===== src/rtl/lzfd_pkg.sv =====
package lzfd_pkg;

  localparam int unsigned OutSizeW      = 31;
  localparam int unsigned ConsW         = 31;
  localparam int unsigned LenW          = 6;
  localparam int unsigned OffW          = 12;
  localparam int unsigned WinSizeDef    = 4096;
  localparam int unsigned QueueDepthDef = 4;
  localparam logic [7:0]  SpaceByte     = 8'h20;

  localparam logic [1:0] StatusOk    = 2'd0;
  localparam logic [1:0] StatusOver  = 2'd1;
  localparam logic [1:0] StatusEmpty = 2'd2;

  typedef enum logic [1:0] {
    CMD_START  = 2'd0,
    CMD_LIT    = 2'd1,
    CMD_MATCH  = 2'd2,
    CMD_STATUS = 2'd3
  } cmd_kind_e;

  typedef struct packed {
    logic [7:0] in_byte;
    logic       first;
    logic       final_req;
  } in_item_t;

  typedef struct packed {
    logic [7:0]       out_byte;
    logic             has_byte;
    logic             done_res;
    logic [1:0]       status;
    logic [ConsW-1:0] consumed;
  } out_item_t;

  typedef struct packed {
    cmd_kind_e        kind;
    logic [7:0]       lit;
    logic [LenW-1:0]  len;
    logic [OffW-1:0]  off;
    logic [1:0]       status;
    logic [ConsW-1:0] consumed;
  } cmd_t;

  typedef struct packed {
    logic full;
    logic empty;
  } q_stat_t;

  // Extra distance bits for a distance byte, indexed by its high nibble.
  function automatic logic [2:0] extra_bits(logic [3:0] hi);
    logic [2:0] e;
    unique case (hi)
      4'd0, 4'd1:              e = 3'd1;
      4'd2, 4'd3, 4'd4:        e = 3'd2;
      4'd5, 4'd6, 4'd7, 4'd8:  e = 3'd3;
      4'd9, 4'd10, 4'd11:      e = 3'd4;
      4'd12, 4'd13, 4'd14:     e = 3'd5;
      default:                 e = 3'd6;
    endcase
    return e;
  endfunction

  // Upper six bits of the match offset.
  function automatic logic [5:0] pos_code(logic [7:0] d);
    logic [7:0] r;
    priority if (d < 8'd32)  r = 8'd0;
    else if (d < 8'd48)      r = 8'd1;
    else if (d < 8'd64)      r = 8'd2;
    else if (d < 8'd80)      r = 8'd3;
    else if (d < 8'd144)     r = 8'd4 + ((d - 8'd80) >> 3);
    else if (d < 8'd192)     r = 8'd12 + ((d - 8'd144) >> 2);
    else if (d < 8'd240)     r = 8'd24 + ((d - 8'd192) >> 1);
    else                     r = 8'd48 + (d - 8'd240);
    return r[5:0];
  endfunction

endpackage


===== src/rtl/lzfd_queue.sv =====
module lzfd_queue import lzfd_pkg::*; #(
  parameter int unsigned Depth = QueueDepthDef
) (
  input  logic    clk_i,
  input  logic    rst_ni,
  input  logic    push_i,
  input  cmd_t    cmd_i,
  input  logic    pop_i,
  output cmd_t    cmd_o,
  output q_stat_t stat_o
);

  localparam int unsigned PtrW = (Depth > 1) ? $clog2(Depth) : 1;
  localparam int unsigned CntW = $clog2(Depth + 1);

  cmd_t            slot_q [Depth];
  logic [PtrW-1:0] wr_q, wr_d, rd_q, rd_d;
  logic [CntW-1:0] cnt_q, cnt_d;

  assign cmd_o        = slot_q[rd_q];
  assign stat_o.full  = (cnt_q == CntW'(Depth));
  assign stat_o.empty = (cnt_q == '0);

  always_comb begin
    wr_d  = wr_q;
    rd_d  = rd_q;
    cnt_d = cnt_q;
    if (push_i) begin
      wr_d = (wr_q == PtrW'(Depth - 1)) ? '0 : wr_q + 1'b1;
    end
    if (pop_i) begin
      rd_d = (rd_q == PtrW'(Depth - 1)) ? '0 : rd_q + 1'b1;
    end
    if (push_i && !pop_i) begin
      cnt_d = cnt_q + 1'b1;
    end else if (pop_i && !push_i) begin
      cnt_d = cnt_q - 1'b1;
    end
  end

  always_ff @(posedge clk_i or negedge rst_ni) begin
    if (!rst_ni) begin
      wr_q  <= '0;
      rd_q  <= '0;
      cnt_q <= '0;
    end else begin
      wr_q  <= wr_d;
      rd_q  <= rd_d;
      cnt_q <= cnt_d;
    end
  end

  always_ff @(posedge clk_i) begin
    if (push_i) begin
      slot_q[wr_q] <= cmd_i;
    end
  end

endmodule


===== config.mk =====
export PLATFORM = sky130hd
export DESIGN_NAME = lzfd_queue
export DESIGN_NICKNAME = d
export VERILOG_FILES = /design/src/rtl/lzfd_pkg.sv /design/src/rtl/lzfd_queue.sv
export SDC_FILE = /design/constraint.sdc
export NUM_CORES = 1
export LEC_CHECK = 0
export BUFFER_PORTS_ARGS = -buffer_cell sky130_fd_sc_hd__buf_4
export CORE_MARGIN = 1.5
export CORE_UTILIZATION = 25
export DETAILED_ROUTE_END_ITERATION = 7
export MAX_ROUTING_LAYER = met4
export RECOVER_POWER = 100
export SLEW_MARGIN = 10
export SYNTH_ARGS = -nofsm -noshare
export SYNTH_HDL_FRONTEND = slang
export SYNTH_SLANG_ARGS = --single-unit
export TNS_END_PERCENT = 5

===== constraint.sdc =====
create_clock -name clk_i -period 7 [get_ports clk_i]
set_input_delay 0.7 -clock clk_i [delete_from_list [all_inputs] [get_ports clk_i]]
set_output_delay 0.7 -clock clk_i [all_outputs]
set_load 0.01 [all_outputs]

# Yosys cells after proc, flatten, opt, wreduce, memory -nomap -nowiden
# Memories as Yosys holds them, arrays and structs flattened.
# Cells that the tools add are included.
# word_totals
reg_bits	7
ramBits	244
word_cells	23
mem_count	1
# mem_list
name	words	word_bits	read_ports	rd_clocked_by_memory_dff	wr	line_no	source
slot_q	4	61	1	0	1	lzfd_queue.sv:16	cmd_t slot_q [Depth];
# classes
n_addsub	4
n_eq_ne	3
muxes	6
reduce_logical	6
# ops
operator	count
two-way mux 3 bit	2
adder 2 x 1 -> 2 bit (second input constant)	2
equality test 2 bit (second input constant)	2
two-way mux 2 bit	2
adder 3 x 1 -> 3 bit (second input constant)	1
equality test 3 bit (second input constant)	1
zero test 3 bit	1
subtractor 3 x 1 -> 3 bit (second input constant)	1
logical AND 1 bit	2
zero test 1 bit	2
two-way mux 1 bit	2
nonzero test 2 bit	1

# Logic depth before layout (Yosys ltp)
# depth
depth_word	4
ltp_mapped	7
depth_no_buf	7

# Worst setup path after synthesis
# OpenSTA, ideal clock, no wires.
# synth_timing
path_kind	input to register
startpoint	in push_i
endpoint	mem slot_q[0][0] in the netlist's numbering, enable pin
setup_time_ps	425
t_arrival_ps	2140
required_ps	6575
slack_ps	4435
cell_stages	1
cell_sequence	and2_1
# synth_between
elab_chain_cells	2
# synth_rtl
item	line_no	source
start: declaration	lzfd_queue.sv:6	input logic push_i,
two-way mux 1 bit	lzfd_queue.sv:54	if (push_i) begin
two-way mux 1 bit (not written as such)	lzfd_queue.sv:55	slot_q[wr_q] <= cmd_i;
end: declaration	lzfd_queue.sv:16	
# Every way passes these cells.

# Worst setup path in the final report
# layout_timing
startpoint	reg wr_q[0]
endpoint	mem slot_q[2][15] in the netlist's numbering, enable pin
# layout_rtl
item	line_no	source
start: declaration	lzfd_queue.sv:17	logic [PtrW-1:0] wr_q, wr_d, rd_q, rd_d;
start signal: assignment	lzfd_queue.sv:47	wr_q <= wr_d;
# No word-level cell before the write port.

==> metrics.txt <==
Critical Setup Path Class=reg2reg; WP buf/inv=1; Syn Nets=428; Net count, final=573; clock slew at reported path FFs=0.06 ns; Peak Freq=209 MHz; fin. max-slew vios=314; Root Driver=clkbuf_16; Seq cells post-synth=251; MaxCap Viol Count=6; drt first-iter violations=121; Setup Skew=0.00705 ns; CP Cell Sequence=inv_1, ha_1, and2_0; Setup crit end kind=register; Routed Antenna Nets=0; Pre-Repair DR Iteration Count=4; largest net degree at the start of global routing=64; clock tree buffer depth=3; first-pass GRT wire length=26500 µm; register area share after synthesis=0.808; post-place setup slack=3.85 ns; CTS tree=done; vias in the first global route=4551; leak pwr=3.43 nW; fin util=0.303; initial antenna violation count=0; Num CTS Buffers=27; crit path DAT=4.78 ns; Worst Hold Class=in2reg; mapped cell area=0.00929 mm²; Synth cell types=19; CTS sink cnt=251; DIE AREA=0.0383 mm²; die width=196 µm; n_diodes=0; PostCTS Resize Cnt=0; Worst slew margin=-2.31; Worst setup SP type=register; DP Wirelength=9570 µm; setup tns final=0 ns; unrepaired setup endpoints after global routing=no; Fin. Hold Viols=0; Setup violations, final=0; clock network fraction of total power=0.301; internal power=3.31 mW; final worst-path cycle share=0.682; outcome=finished with violations; Comb pwr share=0.231; FP Rows=70; Net Switching=1.31 mW; Sw Ratio=0.284; worst slew pin tran=4.96 ns; placed cell areas=0.0107 mm²; layout cells sized above 1=0.203; Residual DRC=0; initial core utilization=0.254; reg2reg setup slack=2.22 ns; Syn Inst Count=356; vias per inst=4.12; I/O Pins=128; RD Place Congestion=0.649; final instance area=0.0111 mm²; Hold Buf Count CTS=1; PD cells=417 mW/mm²; endpoint required time on the critical path=7.01 ns; GRT Overall Usage=0.0942; Setup Fix Bufs, Post-CTS=0; Area growth, synth to finish=19.3%; largest stage delay on the critical path=3.54 ns; Post-Route WL=17300 µm; Worst path slowest cell=and2_0; die height=196 µm; minimum clock period=4.78 ns; number of H-tree levels=1; count of buffers from port buffering=127; crit-path max FO=61; Final Total Pwr=4.62 mW; DR WL/cell=17.5 µm; vias=4078; gr ovfl total=0; CP delay by family, top=simple AND/OR/NAND/NOR gates; Seq pwr share=0.468; failing checks=max-capacitance violations, max-slew violations; yosys warns=0; clock latency on the worst-skew pair=0.53 ns; area of the core=0.0366 mm²; final setup margin=2.22 ns; synthesized area per cell=26.1 µm²; Max rail drop VDD=0.197 mV
cell families (layout without fill, tap and decap cells):
group	Yosys count	in the layout	share of synthesized area
buffers and inverters	18	183	0.0195
XOR/XNOR	3	3	0.00283
AO/OA/AOI/OAI	2	2	0.00108
multiplexers	64	64	0.153
adder cells (fa/ha/maj)	7	7	0.0102
AND/OR/NAND/NOR	11	11	0.00606
flip-flops	251	251	0.808
Yosys cell counts (all sizes together):
master / n / area [µm²]
fa: 1 / 20.0
o21ai: 2 / 10.0
inv: 4 / 15.0
ha: 6 / 75.1
nand2: 2 / 7.51
xor2: 2 / 17.5
and2: 4 / 25.0
edfxtp: 244 / 7330
buf: 14 / 166
mux2: 3 / 33.8
nor2: 3 / 11.3
xnor2: 1 / 8.76
mux4: 61 / 1390
nor3b: 1 / 7.51
dfrtp: 7 / 175
nor3: 1 / 5.00
final cells by class:
class	instances	area (µm²)
timing repair buffer	130	502
multi-input combinational	87	1610
clock inverter	17	175
sequential	251	7510
clock buffer	32	694
fill	3615	25500
inverter	4	15.0
tap	468	586
layout by cell type (no fill, tap or decap), types with 3 or more instances in the layout:
cell type / count
and2_0: 4
bufinv_16: 3
clkbuf_1: 132
clkbuf_16: 27
clkinv_2: 7
clkinv_4: 3
dfrtp_1: 6
edfxtp_1: 244
ha_1: 6
inv_1: 4
mux2_2: 3
mux4_1: 3
mux4_2: 58
nor2_1: 3
power by group through the flow:
stage          Clock [mW]  Sequential (mW)  Combinational [mW]
3_5_place_dp            0             2.18                1.27
2_1_floorplan           0             2.01               0.896
3_3_place_gp            0             2.17                1.26
6_report             1.39             2.16                1.07
5_1_grt              1.50             2.21                1.17
4_1_cts              1.43             2.15                1.27
per-layer routing:
| metal | track usage | vias to the layer above | part of all wire |
|---|---|---|---|
| met4 | 0.0282 | 0 | 0.019 |
| met5 | - | - | 0 |
| li1 | - | 1817 | - |
| met2 | 0.152 | 129 | 0.47 |
| met1 | 0.110 | 2107 | 0.42 |
| met3 | 0.0347 | 25 | 0.088 |
through the flow:
stage	hold WS, ns	cells
2_1_floorplan	0.404	356
3_3_place_gp	0.486	939
3_5_place_dp	0.498	939
4_1_cts	0.328	989
5_1_grt	0.394	989
6_report	0.420	989
registers in the layout, summed over array words and instances (netlist names):
signal	cells
slot_q	244
cnt_q	3
rd_q	2
wr_q	2
final timing paths:
kind / cells past startpoint / from / end
worst max-delay path: 3 / wr_q[0] / slot_q[2][15]
worst min-delay path: 1 / cmd_i[28] / slot_q[1][28]
worst max register to register: 3 / wr_q[0] / slot_q[2][15]
worst min register to register: 1 / cnt_q[2] / cnt_q[2]
max in group asynchronous: 2 / rst_ni / rd_q[0]
min in group asynchronous: 2 / rst_ni / wr_q[1]
No activity file was read; power rests on OpenSTA's default activity.
