<file path="config.mk">
export PLATFORM = sky130hd
export DESIGN_NAME = lzfd_front
export DESIGN_NICKNAME = d
export VERILOG_FILES = /design/src/rtl/lzfd_pkg.sv /design/src/rtl/lzfd_front.sv
export SDC_FILE = /design/constraint.sdc
export NUM_CORES = 1
export LEC_CHECK = 0
export ABC_CLOCK_PERIOD_IN_PS = 12300
export CAP_MARGIN = 20
export CORE_UTILIZATION = 60
export DETAILED_ROUTE_END_ITERATION = 8
export DONT_BUFFER_PORTS = 1
export PLACE_DENSITY = 0.76
export SETUP_SLACK_MARGIN = 0.4
export SLEW_MARGIN = 0
export SYNTH_ARGS = -nofsm -noshare
export SYNTH_HDL_FRONTEND = slang
export SYNTH_SLANG_ARGS = --single-unit
</file>
<file path="constraint.sdc">
create_clock -name clk_i -period 12.3 [get_ports clk_i]
set_clock_uncertainty 0.2 [all_clocks]
set_input_delay 2.46 -clock clk_i [delete_from_list [all_inputs] [get_ports clk_i]]
set_output_delay 2.46 -clock clk_i [all_outputs]
set_load 0.02 [all_outputs]
</file>
<file path="src/rtl/lzfd_pkg.sv">
package lzfd_pkg;

  localparam int unsigned OutSizeW      = 31;
  localparam int unsigned ConsW         = 31;
  localparam int unsigned LenW          = 6;
  localparam int unsigned OffW          = 12;
  localparam int unsigned WinSizeDef    = 4096;
  localparam int unsigned QueueDepthDef = 4;
  localparam logic [7:0]  SpaceByte     = 8'h20;

  localparam logic [1:0] StatusOk    = 2'd0;
  localparam logic [1:0] StatusOver  = 2'd1;
  localparam logic [1:0] StatusEmpty = 2'd2;

  typedef enum logic [1:0] {
    CMD_START  = 2'd0,
    CMD_LIT    = 2'd1,
    CMD_MATCH  = 2'd2,
    CMD_STATUS = 2'd3
  } cmd_kind_e;

  typedef struct packed {
    logic [7:0] in_byte;
    logic       first;
    logic       final_req;
  } in_item_t;

  typedef struct packed {
    logic [7:0]       out_byte;
    logic             has_byte;
    logic             done_res;
    logic [1:0]       status;
    logic [ConsW-1:0] consumed;
  } out_item_t;

  typedef struct packed {
    cmd_kind_e        kind;
    logic [7:0]       lit;
    logic [LenW-1:0]  len;
    logic [OffW-1:0]  off;
    logic [1:0]       status;
    logic [ConsW-1:0] consumed;
  } cmd_t;

  typedef struct packed {
    logic full;
    logic empty;
  } q_stat_t;

  // Extra distance bits for a distance byte, indexed by its high nibble.
  function automatic logic [2:0] extra_bits(logic [3:0] hi);
    logic [2:0] e;
    unique case (hi)
      4'd0, 4'd1:              e = 3'd1;
      4'd2, 4'd3, 4'd4:        e = 3'd2;
      4'd5, 4'd6, 4'd7, 4'd8:  e = 3'd3;
      4'd9, 4'd10, 4'd11:      e = 3'd4;
      4'd12, 4'd13, 4'd14:     e = 3'd5;
      default:                 e = 3'd6;
    endcase
    return e;
  endfunction

  // Upper six bits of the match offset.
  function automatic logic [5:0] pos_code(logic [7:0] d);
    logic [7:0] r;
    priority if (d < 8'd32)  r = 8'd0;
    else if (d < 8'd48)      r = 8'd1;
    else if (d < 8'd64)      r = 8'd2;
    else if (d < 8'd80)      r = 8'd3;
    else if (d < 8'd144)     r = 8'd4 + ((d - 8'd80) >> 3);
    else if (d < 8'd192)     r = 8'd12 + ((d - 8'd144) >> 2);
    else if (d < 8'd240)     r = 8'd24 + ((d - 8'd192) >> 1);
    else                     r = 8'd48 + (d - 8'd240);
    return r[5:0];
  endfunction

endpackage

</file>
<file path="src/rtl/lzfd_front.sv">
module lzfd_front import lzfd_pkg::*; (
  input  logic                clk_i,
  input  logic                rst_ni,
  input  logic                in_valid_i,
  output logic                in_stall_o,
  input  in_item_t            in_data_i,
  input  logic                cfg_we_i,
  input  logic [OutSizeW-1:0] cfg_wdata_i,
  output logic                push_o,
  output cmd_t                cmd_o,
  input  q_stat_t             q_stat_i
);

  typedef enum logic [1:0] {
    F_IDLE  = 2'b01,
    F_PARSE = 2'b10
  } fstate_e;

  typedef enum logic [4:0] {
    T_FLAG  = 5'b00001,
    T_LIT   = 5'b00010,
    T_LEN   = 5'b00100,
    T_DIST  = 5'b01000,
    T_EXTRA = 5'b10000
  } tphase_e;

  fstate_e             st_q, st_d;
  tphase_e             ph_q, ph_d;
  logic [15:0]         bits_q, bits_d;
  logic [4:0]          cnt_q, cnt_d;
  logic [LenW-1:0]     len_q, len_d;
  logic [7:0]          dist_q, dist_d;
  logic [31:0]         ocnt_q, ocnt_d;
  logic [ConsW-1:0]    icnt_q, icnt_d;
  logic                fin_q, fin_d;
  logic                final_q, final_d;
  logic [OutSizeW-1:0] size_q;

  logic [4:0]  need;
  logic        have;
  logic [4:0]  rest_cnt;
  logic [15:0] rest_bits;
  logic [15:0] shifted;
  logic [7:0]  tk_val;
  logic [2:0]  ext_n;
  logic [13:0] dist_ext;

  assign in_stall_o = (st_q != F_IDLE) || q_stat_i.full;

  // Field extraction for the current phase, MSB first.
  always_comb begin
    ext_n = extra_bits(dist_q[7:4]);
    unique case (ph_q)
      T_FLAG:  need = 5'd1;
      T_LEN:   need = 5'd6;
      T_EXTRA: need = {2'b00, ext_n};
      default: need = 5'd8;
    endcase
    have      = (cnt_q >= need);
    rest_cnt  = cnt_q - need;
    shifted   = bits_q >> (cnt_q - need);
    tk_val    = 8'(shifted & ((16'd1 << need) - 16'd1));
    rest_bits = bits_q & ((16'd1 << rest_cnt) - 16'd1);
    dist_ext  = ({6'b0, dist_q} << ext_n) | {6'b0, tk_val};
  end

  always_comb begin
    st_d    = st_q;
    ph_d    = ph_q;
    bits_d  = bits_q;
    cnt_d   = cnt_q;
    len_d   = len_q;
    dist_d  = dist_q;
    ocnt_d  = ocnt_q;
    icnt_d  = icnt_q;
    fin_d   = fin_q;
    final_d = final_q;
    push_o  = 1'b0;
    cmd_o   = '0;
    unique case (st_q)
      F_IDLE: begin
        if (in_valid_i && !in_stall_o) begin
          final_d = in_data_i.final_req;
          if (in_data_i.first) begin
            push_o     = 1'b1;
            cmd_o.kind = CMD_START;
            ph_d       = T_FLAG;
            bits_d     = {8'h00, in_data_i.in_byte};
            cnt_d      = 5'd8;
            len_d      = '0;
            dist_d     = '0;
            ocnt_d     = '0;
            icnt_d     = ConsW'(1);
            fin_d      = 1'b0;
            st_d       = F_PARSE;
          end else if (!fin_q) begin
            bits_d = {bits_q[7:0], in_data_i.in_byte};
            cnt_d  = cnt_q + 5'd8;
            icnt_d = icnt_q + 1'b1;
            st_d   = F_PARSE;
          end
        end
      end
      F_PARSE: begin
        if (!q_stat_i.full) begin
          if (ph_q == T_FLAG && ocnt_q >= {1'b0, size_q}) begin
            push_o         = 1'b1;
            cmd_o.kind     = CMD_STATUS;
            cmd_o.status   = (ocnt_q == {1'b0, size_q}) ? StatusOk : StatusOver;
            cmd_o.consumed = icnt_q - ConsW'(cnt_q[4:3]);
            fin_d          = 1'b1;
            st_d           = F_IDLE;
          end else if (!have) begin
            // out of bits for this byte; close the stream if nothing follows
            if (final_q) begin
              push_o       = 1'b1;
              cmd_o.kind   = CMD_STATUS;
              cmd_o.status = StatusEmpty;
              fin_d        = 1'b1;
            end
            st_d = F_IDLE;
          end else begin
            bits_d = rest_bits;
            cnt_d  = rest_cnt;
            unique case (ph_q)
              T_FLAG: begin
                ph_d = tk_val[0] ? T_LEN : T_LIT;
              end
              T_LIT: begin
                push_o     = 1'b1;
                cmd_o.kind = CMD_LIT;
                cmd_o.lit  = tk_val;
                ocnt_d     = ocnt_q + 32'd1;
                ph_d       = T_FLAG;
              end
              T_LEN: begin
                len_d = tk_val[LenW-1:0];
                ph_d  = T_DIST;
              end
              T_DIST: begin
                dist_d = tk_val;
                ph_d   = T_EXTRA;
              end
              T_EXTRA: begin
                // drop zero-length matches here
                push_o     = (len_q != '0);
                cmd_o.kind = CMD_MATCH;
                cmd_o.len  = len_q;
                cmd_o.off  = {pos_code(dist_q), dist_ext[5:0]};
                ocnt_d     = ocnt_q + 32'(len_q);
                ph_d       = T_FLAG;
              end
              default: ph_d = T_FLAG;
            endcase
          end
        end
      end
      default: st_d = F_IDLE;
    endcase
  end

  always_ff @(posedge clk_i or negedge rst_ni) begin
    if (!rst_ni) begin
      st_q    <= F_IDLE;
      ph_q    <= T_FLAG;
      bits_q  <= '0;
      cnt_q   <= '0;
      len_q   <= '0;
      dist_q  <= '0;
      ocnt_q  <= '0;
      icnt_q  <= '0;
      fin_q   <= 1'b0;
      final_q <= 1'b0;
      size_q  <= '0;
    end else begin
      st_q    <= st_d;
      ph_q    <= ph_d;
      bits_q  <= bits_d;
      cnt_q   <= cnt_d;
      len_q   <= len_d;
      dist_q  <= dist_d;
      ocnt_q  <= ocnt_d;
      icnt_q  <= icnt_d;
      fin_q   <= fin_d;
      final_q <= final_d;
      if (cfg_we_i) begin
        size_q <= cfg_wdata_i;
      end
    end
  end

endmodule

</file>
Word-level counts from Yosys, hierarchy flattened
Memories as Yosys holds them, arrays and structs flattened.
Cells that the tools add are included.
{"block": "classes", "reduce_logical": 15, "mux": 91, "addsub": 16, "shift": 4, "bitwise": 3, "n_lt_le_gt_ge": 9, "eq_ne": 21}
{"operator": "$mux W32", "count": 5}
{"operator": "$pmux W32 S2", "count": 2}
{"operator": "$mux W16", "count": 6}
{"operator": "$mux W31", "count": 3}
{"operator": "$mux W6", "count": 13}
{"operator": "$mux W61", "count": 1}
{"operator": "$mux W59", "count": 1}
{"operator": "$mux W8", "count": 7}
{"operator": "$mux W5", "count": 11}
{"operator": "$mux W26", "count": 2}
{"operator": "$add A32 B1 Y32 const B", "count": 1}
{"operator": "$add A32 B6 Y32", "count": 1}
{"operator": "$eq A32 B31 Y1", "count": 1}
{"operator": "$ge A32 B31 Y1", "count": 1}
{"operator": "$pmux W16 S2", "count": 1}
{"operator": "$add A31 B1 Y31 const B", "count": 1}
{"operator": "$sub A31 B2 Y31", "count": 1}
{"operator": "$mux W2", "count": 13}
{"operator": "$lt A8 B8 Y1 const B", "count": 3}
{"operator": "$reduce_and A7 Y1", "count": 3}
{"operator": "$pmux W5 S2", "count": 2}
{"operator": "$mux W18", "count": 1}
{"operator": "$reduce_and A6 Y1", "count": 3}
{"operator": "$and A16 B16 Y16", "count": 1}
{"operator": "48 further kinds", "count": 75}
{"block": "totals", "n_memories": 1, "mem_bits_ro": 48, "ff_bits": 138, "wordCells": 171}
{"memory": "(name not given)", "words": 16, "width": 3, "rd": 1, "rd_clocked_by_memory_dff": 0, "wr": 0, "line_no": "lzfd_pkg.sv:53", "source": "unique case (hi)"}

Depth between registers and ports, before layout
{"block": "depth", "ltp_word": 14, "depth_mapped": 19, "ltp_nobuf": 17}

Worst setup path after synthesis
No wires, ideal clock.
{"block": "synth_timing", "path_type": "reg2out", "startpoint": "register dist_q[4]", "endpoint": "output cmd_o[53] (netlist name)", "stages_incl_launch_ff": 16, "slack_ps": 5247, "t_arrival_ps": 4393, "path_buffers": 3, "path_cell_list": "dfrtp_1 clkbuf_1 inv_1 ha_1 mux4_2 o21a_1 inv_1 ha_1 fa_1 buf_2 buf_1 mux2i_1 mux2i_1 mux2i_1 a2111oi_0 nor2b_1"}
{"item": "from (decl)", "line_no": "lzfd_front.sv:32", "source": "logic [7:0] dist_q, dist_d;"}
{"item": "from (signal assigned)", "line_no": "lzfd_front.sv:181", "source": "dist_q <= dist_d;"}
{"item": "to (decl)", "line_no": "lzfd_front.sv:10", "source": "output cmd_t cmd_o,"}

==> metrics.txt <==
routed vias=around 9500; Req. time, crit path=a little under 10 ns; clock sink count=138; post-layout min period=about 8.7 ns; syn avg cell area=8.13 um2; number of enable flip-flop cells after synthesis=0; core box area=0.0173 mm2; Max stage delay on crit path=1.07 ns; initial core utilization=61.3%; Slew Viols, Final=0; Post-Route M1 WL=around 12000 um; port bufs=0; number of global-route vias before repair=8953; hpwl dp=19100 um; hold_ws=approximately 0.3 ns; worst-margin pin slew=1.26 ns; Sum Neg Setup Slack=0 ns; Startpoint Class=register; Reg area=0.00346 mm2; Worst path slowest cell=a2111oi_0; period utilization=a little over two thirds; grt total ovfl=0; worst-skew pair later-pin latency=0.43 ns; GRT Total Usage=31.2%; Worst EP arrival=between 6 and 7 ns; compound-cell area share of the yosys netlist=20.0%; worst-case clock buffer depth=2; Final setup viols=0; RePlAce Congestion=between 0.9 and 1; antenna violations before repair=0; Async S/R FF share, synth=100%; largest fanout on the critical path=26; first-pass GRT wire length=44900 um; max-cap violations=0; Post-layout nets=1360; Yosys cell types=77; layout cells sized above 1=6.71%; CTS buffer count=17; Worst setup EP type=output pin; Slew HR=around 14%; die width=135 um; Final Hold Fails=0; XOR/XNOR share of the synthesized area=5.29%; wire length on met2=12900 um; num ports=110; Post-Syn Nets=1410; main combinational cell family by area after synthesis=simple AND/OR/NAND/NOR gates; Synth Area in Adders=7.37%; CTS resizes=0; # fillers=1477; area occupied by multi-input gates=0.00660 mm2; DRT Pass-1 Iters=5; Vert. Die Dim=135 um; DR iter-0 viols=a little under 800; Routed Antenna Nets=0; peak supply drop=0.247 mV; RSZ-0062 raised after global routing=false; Leak=4.90 nW; status=finished, final reports clean; mux contribution to synthesized area=5.49%; Hold Buf Count CTS=0; final wirelength=about 28000 um; Tot Pwr=0.00299 W; Area Growth Syn to Fin=6.86%; Pwr Density=264 mW/mm2; worst hold path class=register to register; DRC Markers=0; Post-Synth Simple-Gate Area=24.1%; sequential share of the synthesized area=around a third; root cell of the clock tree=clkbuf_16; Max Fclk=about 110 MHz; yosys synthesis warning count=0; average wire per standard cell=roughly 18 um; clock transition at the registers of the reported paths=0.06 ns; post-synthesis cell area=0.0106 mm2; # Post-CTS Setup Buffers=0; crit-path cells=inv_1 -> ha_1 -> mux4_2 -> o21a_1 -> inv_1 -> ha_1 -> clkinv_1 -> mux2i_1 -> nand2_1 -> o21ai_0 -> nand2_1 -> a2111oi_0 -> and2_1; die area=0.0182 mm2; ys flop type=dfrtp_1; n_diodes=0; Rows=48; FF+latch count, synth=138; drt via density=6.40; pin count of the biggest net entering global routing=139; met3 wire len=1810 um; top routing layer used=met4; H-tree levels=4; Crit Path Class=register to output pin; Syn Inst Count=1303; TritonCTS clock tree=done
==> synth_stat cells, types with 6 or more instances <==
master      n  share of area [%]
a211oi_1   13               0.92
a21o_1      6               0.43
a21oi_1    83                3.9
a221o_1    14                1.3
a22o_1      7               0.58
a22oi_1     7               0.50
a31oi_1    18                1.1
and2_1     17                1.0
and3_1     24                1.4
clkbuf_1   74                2.6
dfrtp_1   136                 32
ha_1       56                6.6
inv_1      60                2.1
mux2_2     15                1.6
mux2i_1    30                2.8
nand2_1   145                5.1
nand2b_1   11               0.65
nand3_1    44                2.1
nand4_1    29                1.7
nor2_1    133                4.7
nor2b_1    11               0.65
nor3_1     33                1.6
nor4_1     14               0.83
o211ai_1    7               0.50
o21a_1      8               0.57
o21ai_0   100                4.7
o31ai_1     9               0.64
or3_1      20                1.2
xnor2_1    30                2.5
xor2_1     34                2.8
==> report_power, final <==
part	leakage [nW]	switching (W)	internal, W
sequential	1.81	0.0000973	0.000527
clock	0.311	0.000204	0.000356
combinational	2.78	0.00116	0.000646
==> final timing paths <==
check	from	to	cells after the start	slack, ns
setup / recovery	dist_q[4]	cmd_o[57]	13	3.60
setup reg to reg	dist_q[4]	bits_q[14]	17	6.34
min in group asynchronous	rst_ni	size_q[30]	0	1.53
max in group asynchronous	rst_ni	st_q[0]	0	10.11
hold reg to reg	ph_q[0]	ph_q[0]	2	0.31
hold / removal	ph_q[0]	ph_q[0]	2	0.31
==> registers in the layout, summed over array words and instances, names as in the netlist <==
signal and count:
ocnt_q 32, len_q 6, st_q 2, size_q 31, dist_q 8, icnt_q 31
cnt_q 5, bits_q 16, ph_q 5, final_q 1, fin_q 1
==> cells in the final DEF, fill, tap and decap left out, types with 6 or more instances in the layout <==
cell type / count
o211ai_1: 7
inv_1: 60
a211oi_1: 13
o21ai_0: 100
dfrtp_1: 136
nor4_1: 14
nand2_1: 145
a21oi_1: 83
a21o_1: 6
nor2_1: 133
xnor2_1: 30
nand3_1: 44
nor3_1: 32
buf_4: 11
a31oi_1: 18
and2_1: 17
or3_1: 20
mux2i_1: 30
o21a_1: 8
mux2_2: 15
and3_1: 24
ha_1: 55
xor2_1: 34
clkbuf_16: 17
o31ai_1: 9
a221o_1: 14
nand4_1: 29
a22oi_1: 7
a22o_1: 7
nor2b_1: 11
nand2b_1: 11
==> layout make-up <==
type                       count  area share, %
tap                          225           2.49
multi-input combinational   1022           58.3
sequential                   138           30.5
timing repair buffer          13           1.07
clock inverter                10           1.45
clock buffer                  22           4.19
inverter                      61           2.02
==> logic make-up (layout without fill, tap and decap cells) <==
| kind of cell | count (synthesis) | after routing |
|---|---|---|
| xor+xnor | 64 | 64 |
| simple gates | 517 | 517 |
| fa+ha+maj | 60 | 60 |
| buf+inv | 143 | 106 |
| compound gates | 331 | 331 |
| mux | 50 | 50 |
| flops | 138 | 138 |
==> per-stage QoR <==
| stage | worst slack (ns) | area, um2 | utilization [%] | instances |
|---|---|---|---|---|
| 6_report | 3.60 | 11300 | 65.5 | 1491 |
| 5_1_grt | 3.33 | 11300 | 65.5 | 1491 |
| 4_1_cts | 3.78 | 11300 | 65.3 | 1490 |
| 3_5_place_dp | 4.27 | 10700 | 61.6 | 1458 |
| 3_3_place_gp | 4.34 | 10600 | 61.5 | 1457 |
| 2_1_floorplan | 5.25 | 10600 | - | 1303 |
==> worst max-delay path: cells and delay by family (launching register included) <==
| kind | cells | cell delay, ns |
|---|---|---|
| muxes | 2 | 0.87 |
| DFF | 1 | 0.53 |
| and+or+nand+nor | 3 | 0.54 |
| AOI/OAI and AO/OA | 3 | 1.44 |
| buffers and inverters | 3 | 0.82 |
| adders and majority gates | 2 | 1.41 |
==> metal layers <==
metal	vias to the layer above	global-route usage, %
li1	4589	-
met1	4582	41.5
met2	331	50.5
met3	45	5.67
met4	0	11.7
met5	-	0
Note: power is estimated with default switching activity, not from simulation.
